`config.mk`:
```
export PLATFORM = sky130hd
export DESIGN_NAME = edd_chan
export DESIGN_NICKNAME = d
export VERILOG_FILES = /design/src/rtl/edd_pkg.sv /design/src/rtl/edd_chan.sv
export SDC_FILE = /design/constraint.sdc
export NUM_CORES = 1
export LEC_CHECK = 0
export BUFFER_PORTS_ARGS = -buffer_cell sky130_fd_sc_hd__buf_4
export CAP_MARGIN = 20
export CELL_PAD_IN_SITES_DETAIL_PLACEMENT = 0
export CELL_PAD_IN_SITES_GLOBAL_PLACEMENT = 1
export CORE_MARGIN = 2
export CORE_UTILIZATION = 36
export DETAILED_ROUTE_END_ITERATION = 10
export GPL_ROUTABILITY_DRIVEN = 0
export PLACE_DENSITY_LB_ADDON = 0.25
export SYNTH_ARGS = -nofsm -noshare
export SYNTH_HDL_FRONTEND = slang
export SYNTH_SLANG_ARGS = --single-unit
export TNS_END_PERCENT = 100
```
`constraint.sdc`:
```
create_clock -name vclk -period 10.4
set_input_delay 0.52 -clock vclk [all_inputs]
set_output_delay 0.52 -clock vclk [all_outputs]
set_load 0.03 [all_outputs]
```
`src/rtl/edd_pkg.sv`:
```
// Shared constants, types and tables for the RGB332 error-diffusion dither.
package edd_pkg;

    // Frame geometry limits
    localparam int MAX_WIDTH  = 256;
    localparam int MAX_HEIGHT = 1024;
    localparam int COL_W      = $clog2(MAX_WIDTH);
    localparam int ROW_W      = $clog2(MAX_HEIGHT);

    // Config register widths and reset values
    localparam int LW_W       = 9;
    localparam int FH_W       = 11;
    localparam int CFG_IDX_W  = 1;
    localparam int CFG_DATA_W = 11;
    localparam logic [LW_W-1:0] LW_RESET = LW_W'(256);
    localparam logic [FH_W-1:0] FH_RESET = FH_W'(212);

    // Config register indexes
    localparam logic [CFG_IDX_W-1:0] REG_LINE_WIDTH   = CFG_IDX_W'(0);
    localparam logic [CFG_IDX_W-1:0] REG_FRAME_HEIGHT = CFG_IDX_W'(1);

    // Compare widths for the clamped dimensions
    localparam int WCMP_W = (COL_W + 1 > LW_W) ? COL_W + 1 : LW_W;
    localparam int HCMP_W = (ROW_W + 1 > FH_W) ? ROW_W + 1 : FH_W;

    // Row buffer is split into even and odd column banks
    localparam int BANK_DEPTH = (MAX_WIDTH + 1) / 2;

    // Datapath widths
    localparam int CH_N  = 3;
    localparam int PIX_W = 8;
    localparam int ERR_W = 11;  // stored errors, sixteenths
    localparam int E_W   = 7;   // quantization error, -37..37
    localparam int V_W   = 10;  // adjusted value, -37..292
    localparam int S_W   = 14;  // pixel*16 plus accumulated error
    localparam int IDX_W = 3;

    localparam int S_TDATA_W = CH_N * PIX_W;
    localparam int M_TDATA_W = 8;

    // Channel order in the input beat
    localparam int CH_RED   = 0;
    localparam int CH_GREEN = 1;
    localparam int CH_BLUE  = 2;

    // Quantizer tables
    localparam int LEVEL_N    = 8;
    localparam int QUANT_SPAN = 19;
    localparam int LEVEL [LEVEL_N]    = '{0, 36, 73, 109, 146, 182, 219, 255};
    localparam int THRESH [LEVEL_N-1] = '{18, 54, 91, 127, 164, 200, 237};

    typedef logic [PIX_W-1:0]        pix_t;
    typedef logic signed [ERR_W-1:0] err_t;
    typedef err_t [CH_N-1:0]         err3_t;
    typedef logic [COL_W-1:0]        col_t;

    typedef struct packed {
        logic  en;
        col_t  col;
        err3_t data;
    } row_wr_t;

    typedef struct packed {
        logic [IDX_W-1:0] idx;
        err_t             err;        // e
        err_t             prev_sum;   // pending below-left + 3e
        err_t             below_sum;  // pending below + 5e
        err_t             right;      // 7e
    } chan_res_t;

endpackage

```
`src/rtl/edd_chan.sv`:
```
// One color channel: error add, truncation, quantizer and error spread terms.
module edd_chan (
    input  edd_pkg::pix_t      pix,
    input  edd_pkg::err_t      row_err,
    input  edd_pkg::err_t      right_err,
    input  edd_pkg::err_t      pend0,
    input  edd_pkg::err_t      pend1,
    output edd_pkg::chan_res_t res
);
    import edd_pkg::*;

    logic signed [S_W-1:0] sum;
    logic [S_W-1:0]        trunc_bias;
    logic signed [S_W-1:0] sum_adj;
    logic signed [V_W-1:0] value;
    logic signed [V_W-1:0] lev;
    logic [IDX_W-1:0]      idx;
    logic signed [E_W-1:0] e_small;
    err_t                  e;

    // First threshold within span wins; very negative values go to level 0
    function automatic logic [IDX_W-1:0] quant_index(input logic signed [V_W-1:0] v);
        logic [IDX_W-1:0] q;
        logic             hit;
        q   = IDX_W'(LEVEL_N - 1);
        hit = 1'b0;
        for (int i = 0; i < LEVEL_N - 1; i++) begin
            if (!hit && (int'(v) >= THRESH[i] - QUANT_SPAN)
                     && (int'(v) <= THRESH[i] + QUANT_SPAN)) begin
                q   = IDX_W'(i);
                hit = 1'b1;
            end
        end
        if (int'(v) < -1) begin
            q = '0;
        end
        return q;
    endfunction

    always_comb begin
        sum = $signed({{(S_W-PIX_W-4){1'b0}}, pix, 4'b0000})
              + S_W'(row_err) + S_W'(right_err);
        // divide by 16 rounding toward zero
        trunc_bias = {{(S_W-4){1'b0}}, {4{sum[S_W-1]}}};
        sum_adj    = sum + $signed(trunc_bias);
        value      = V_W'(sum_adj >>> 4);
        idx        = quant_index(value);
        lev        = V_W'(LEVEL[idx]);
        e_small    = E_W'(value - lev);
        e          = ERR_W'(e_small);

        res.idx       = idx;
        res.err       = e;
        res.prev_sum  = pend0 + (e <<< 1) + e;
        res.below_sum = pend1 + (e <<< 2) + e;
        res.right     = (e <<< 3) - e;
    end

endmodule

```
==> results.sh, run 1 <==
export IMPL_status="finished, final reports clean"
export IMPL_gr_usage_all_layers=0.178
export IMPL_period_share=0.930
export IMPL_drt_first_pass_iters=5
export IMPL_placedCellCount=663
export IMPL_ys_types=65
export IMPL_die_x_um=102
export IMPL_grtUsageMet3=0.00621
export IMPL_use_met2=0.297
export IMPL_finalNonFillerCells=666
export IMPL_seq_cell_count=0
export IMPL_wl_mm=9.31
export IMPL_maxSlewHeadroom=0.417
export IMPL_initial_core_util=0.371
export IMPL_grt_max_degree=13
export IMPL_grt_overflow=0
export IMPL_routedWlPerCell_um=14.0
export IMPL_nets=668
export IMPL_setup_viol=0
export IMPL_seq_area_um2=0
export IMPL_drv_cap=0
export IMPL_synth_seq_area_share=0
export IMPL_critical_path_required_ns=9.88
export IMPL_worstSetupPathType="primary input to output pin"
export IMPL_postLayoutCoreUtil=0.471
export IMPL_antenna_found_initial=0
export IMPL_synth_area_leader_cell="ha_1"
export IMPL_ys_warn_count=0
export IMPL_port_buffers=99
export IMPL_hold_path_class="primary input to output pin"
export IMPL_final_max_slew_viol_count=0
export IMPL_area_growth_pct=27.0
export IMPL_startpoint="row_err[1]"
export IMPL_clkbuf_count=0
export IMPL_drc=0
export IMPL_synth_area_top_cells="ha_1, fa_1, xnor2_1"
export IMPL_final_cell_mix="buf_4, ha_1, inv_1"
export IMPL_insertedDiodeCount=0
export IMPL_core_area_um2=9240
export IMPL_min_from="pend0[0]"
export IMPL_cts_hold_buf=0
export IMPL_grt_pass1_wl_mm=15.4
export IMPL_grt_use_met1=0.263
export IMPL_layout_commonest_cell="buf_4"
export IMPL_synth_top_cell_area_share=0.190
export IMPL_dieArea_um2=10300
export IMPL_fillers=919
export IMPL_syn_area_um2=3420
export IMPL_worstMarginPinSlew_ns=0.868
export IMPL_layout_drive_gt1_share=0.222
export IMPL_fmax_ghz=0.103
export IMPL_vias_per_cell=5.40
export IMPL_critical_path_arrival_ns=9.16
export IMPL_dr_total_vias=3595
export IMPL_grt_busiest_layer="met2"
export IMPL_hold_violations=0
export IMPL_synth_net_count=575
export IMPL_max_stage_delay_ns=0.76
export IMPL_rsz0062_at_grt="no"
export IMPL_multi_input_area_um2=3180
export IMPL_min_path_cells=3
export IMPL_fin_setup_tns_ns=0
export IMPL_hpwl_mm=7.99
export IMPL_cp_start_kind="primary input"
export IMPL_period_needed_ns=9.68
export IMPL_first_global_vias=3274
export IMPL_holdWs_ns=1.38
export IMPL_path_max_fanout=11
export IMPL_std_cell_rows=35
export IMPL_io_pins=99
export IMPL_synth_avg_cell_area_um2=7.68
export IMPL_postRouteAntennaNets=0
export IMPL_cp_slowest_cell="or4_1"
export IMPL_die_h_um=102
export IMPL_crit_path_end_kind="output pin"
export IMPL_synthCells=446
export IMPL_drt_iter0_markers=229
[metrics by stage]
stage	area, um^2	setup slack (ns)
finish	4350	0.724
global route	4350	0.00134
CTS	4300	0.627
detailed placement	4300	0.650
global placement	4300	0.807
floorplan	3440	0.0988
[final timing paths]
path	to	slack, ns
worst min-delay path	res[22]	1.38
worst max-delay path	res[21]	0.72
[layer usage]
layer	routed length, um	vias up
met4	127	0
met2	4310	125
met5	0	-
met1	4380	1668
met3	500	14
li1	-	1788
[worst max-delay path, delay by kind of cell]
family                     cells  cell delay, ns
and+or+nand+nor                8            2.45
adders and majority gates      7            2.37
AOI/OAI and AO/OA              9            1.69
xor gates and xnor gates       6            1.37
buffers and inverters          6            0.73
[kinds of logic (layout without fill, tap and decap cells)]
family                     count (synthesis)  count (layout)  synth area share
buffers and inverters                     68             159            0.0837
and+or+nand+nor                          122             122             0.184
xor gates and xnor gates                  48              48             0.123
AOI/OAI and AO/OA                        127             127             0.262
muxes                                      4               4            0.0121
adders and majority gates                 77              77             0.336
[synth_stat cells, types with 6 or more instances]
cell type	count
fa_1	25
nor2_1	35
clkbuf_1	9
nor3_1	10
xor2_1	15
a21o_1	10
nand2_1	20
nand2b_1	9
nand3_1	14
o21bai_1	7
inv_1	50
o21ai_0	22
ha_1	52
nor2b_1	6
xnor2_1	33
a21oi_1	27
[cell type report]
class              instances  area share
multi-input cells        378       0.732
well taps                129      0.0371
inverters                 51      0.0446
repair buffers           108       0.186
[timing repair]
action,in CTS,in global routing
resized for setup,0,3
endpoints found under the setup margin,0,2
setup buffers,0,3
Power of run 1 is not shown: default switching activity piles up to over one toggle a cycle in this logic, so the estimate is an artifact.
==> run 2, diff against run 1 <==
- clock period: 10.4 -> 7.8 ns (I/O delays scaled with it)
==> results.sh, run 2 (same netlist as run 1, synthesis figures left out) <==
export IMPL_antenna_found_initial=0
export IMPL_critical_path_required_ns=7.41
export IMPL_period_share=1.03
export IMPL_worstSetupPathType="primary input to output pin"
export IMPL_cp_slowest_cell="o41ai_1"
export IMPL_drv_cap=0
export IMPL_die_x_um=102
export IMPL_crit_path_end_kind="output pin"
export IMPL_hold_violations=0
export IMPL_clkbuf_count=0
export IMPL_port_buffers=99
export IMPL_multi_input_area_um2=3850
export IMPL_max_stage_delay_ns=0.59
export IMPL_min_path_cells=3
export IMPL_grt_max_degree=12
export IMPL_worstMarginPinSlew_ns=0.779
export IMPL_routedWlPerCell_um=15.1
export IMPL_finalNonFillerCells=821
export IMPL_postLayoutCoreUtil=0.676
export IMPL_grt_pass1_wl_mm=19.8
export IMPL_first_global_vias=4386
export IMPL_placedCellCount=787
export IMPL_fillers=748
export IMPL_fin_ws_ns=-0.251
export IMPL_io_pins=99
export IMPL_seq_cell_count=0
export IMPL_dieArea_um2=10300
export IMPL_final_max_slew_viol_count=0
export IMPL_initial_core_util=0.371
export IMPL_nets=823
export IMPL_holdWs_ns=1.13
export IMPL_insertedDiodeCount=0
export IMPL_final_cell_mix="buf_4, ha_1, inv_1"
export IMPL_period_needed_ns=8.05
export IMPL_rsz0062_at_grt="yes"
export IMPL_fmax_ghz=0.124
export IMPL_maxSlewHeadroom=0.474
export IMPL_drc=0
export IMPL_dr_total_vias=4360
export IMPL_layout_drive_gt1_share=0.539
export IMPL_core_area_um2=9240
export IMPL_vias_per_cell=5.31
export IMPL_path_max_fanout=4
export IMPL_postRouteAntennaNets=0
export IMPL_hpwl_mm=9.79
export IMPL_setup_viol=2
export IMPL_cp_start_kind="primary input"
export IMPL_status="finished, violations left"
export IMPL_fin_setup_tns_ns=-0.367
export IMPL_die_h_um=102
export IMPL_grt_overflow=0
export IMPL_drt_iter0_markers=248
export IMPL_critical_path_arrival_ns=7.66
export IMPL_gr_usage_all_layers=0.233
export IMPL_drt_first_pass_iters=8
export IMPL_layout_commonest_cell="buf_4"
export IMPL_area_growth_pct=82.4
export IMPL_std_cell_rows=35
export IMPL_seq_area_um2=0
export IMPL_wl_mm=12.4
export IMPL_violations="negative setup slack"
export IMPL_hold_path_class="primary input to output pin"
-- run 2: critical path: cells and delay by family --
kind | cells | cell delay (ns)
AO/OA/AOI/OAI | 13 | 2.32
XOR/XNOR | 5 | 0.95
adder cells (fa/ha/maj) | 5 | 1.89
buffers and inverters | 8 | 0.83
AND/OR/NAND/NOR | 5 | 1.27
-- run 2: worst paths after layout --
| check | from | end | slack [ns] |
|---|---|---|---|
| hold / removal | pend1[0] | res[11] | 1.13 |
| setup / recovery | right_err[4] | res[21] | -0.25 |
-- run 2: layout make-up --
type,instances,area share
inverters,51,0.0329
multi-input cells,378,0.617
repair buffers,263,0.325
well taps,129,0.0258
-- run 2: layer usage --
metal  track usage  up-vias  part of all wire
met4        0.0218        0             0.019
met5             0        -                 0
li1              -     2099                 -
met2         0.431      173              0.50
met1         0.309     2050              0.43
met3        0.0104       38             0.054
-- run 2: through the flow --
step / worst slack, ns / instance area (um^2)
after floorplan: -1.58 / 3810
after global placement: -0.238 / 5590
after detailed placement: -0.355 / 5590
after CTS: -0.0754 / 6020
after global routing: -0.502 / 6250
final: -0.251 / 6250
-- run 2: what timing repair did --
item	in CTS	in global routing
endpoints found under the hold margin	0	0
buffers inserted	29	11
hold buffers	0	0
pin swaps	19	30
gates resized for setup	49	44
endpoints found under the setup margin	5	12
cloned	0	0
Power of run 2 is left out for the same reason.
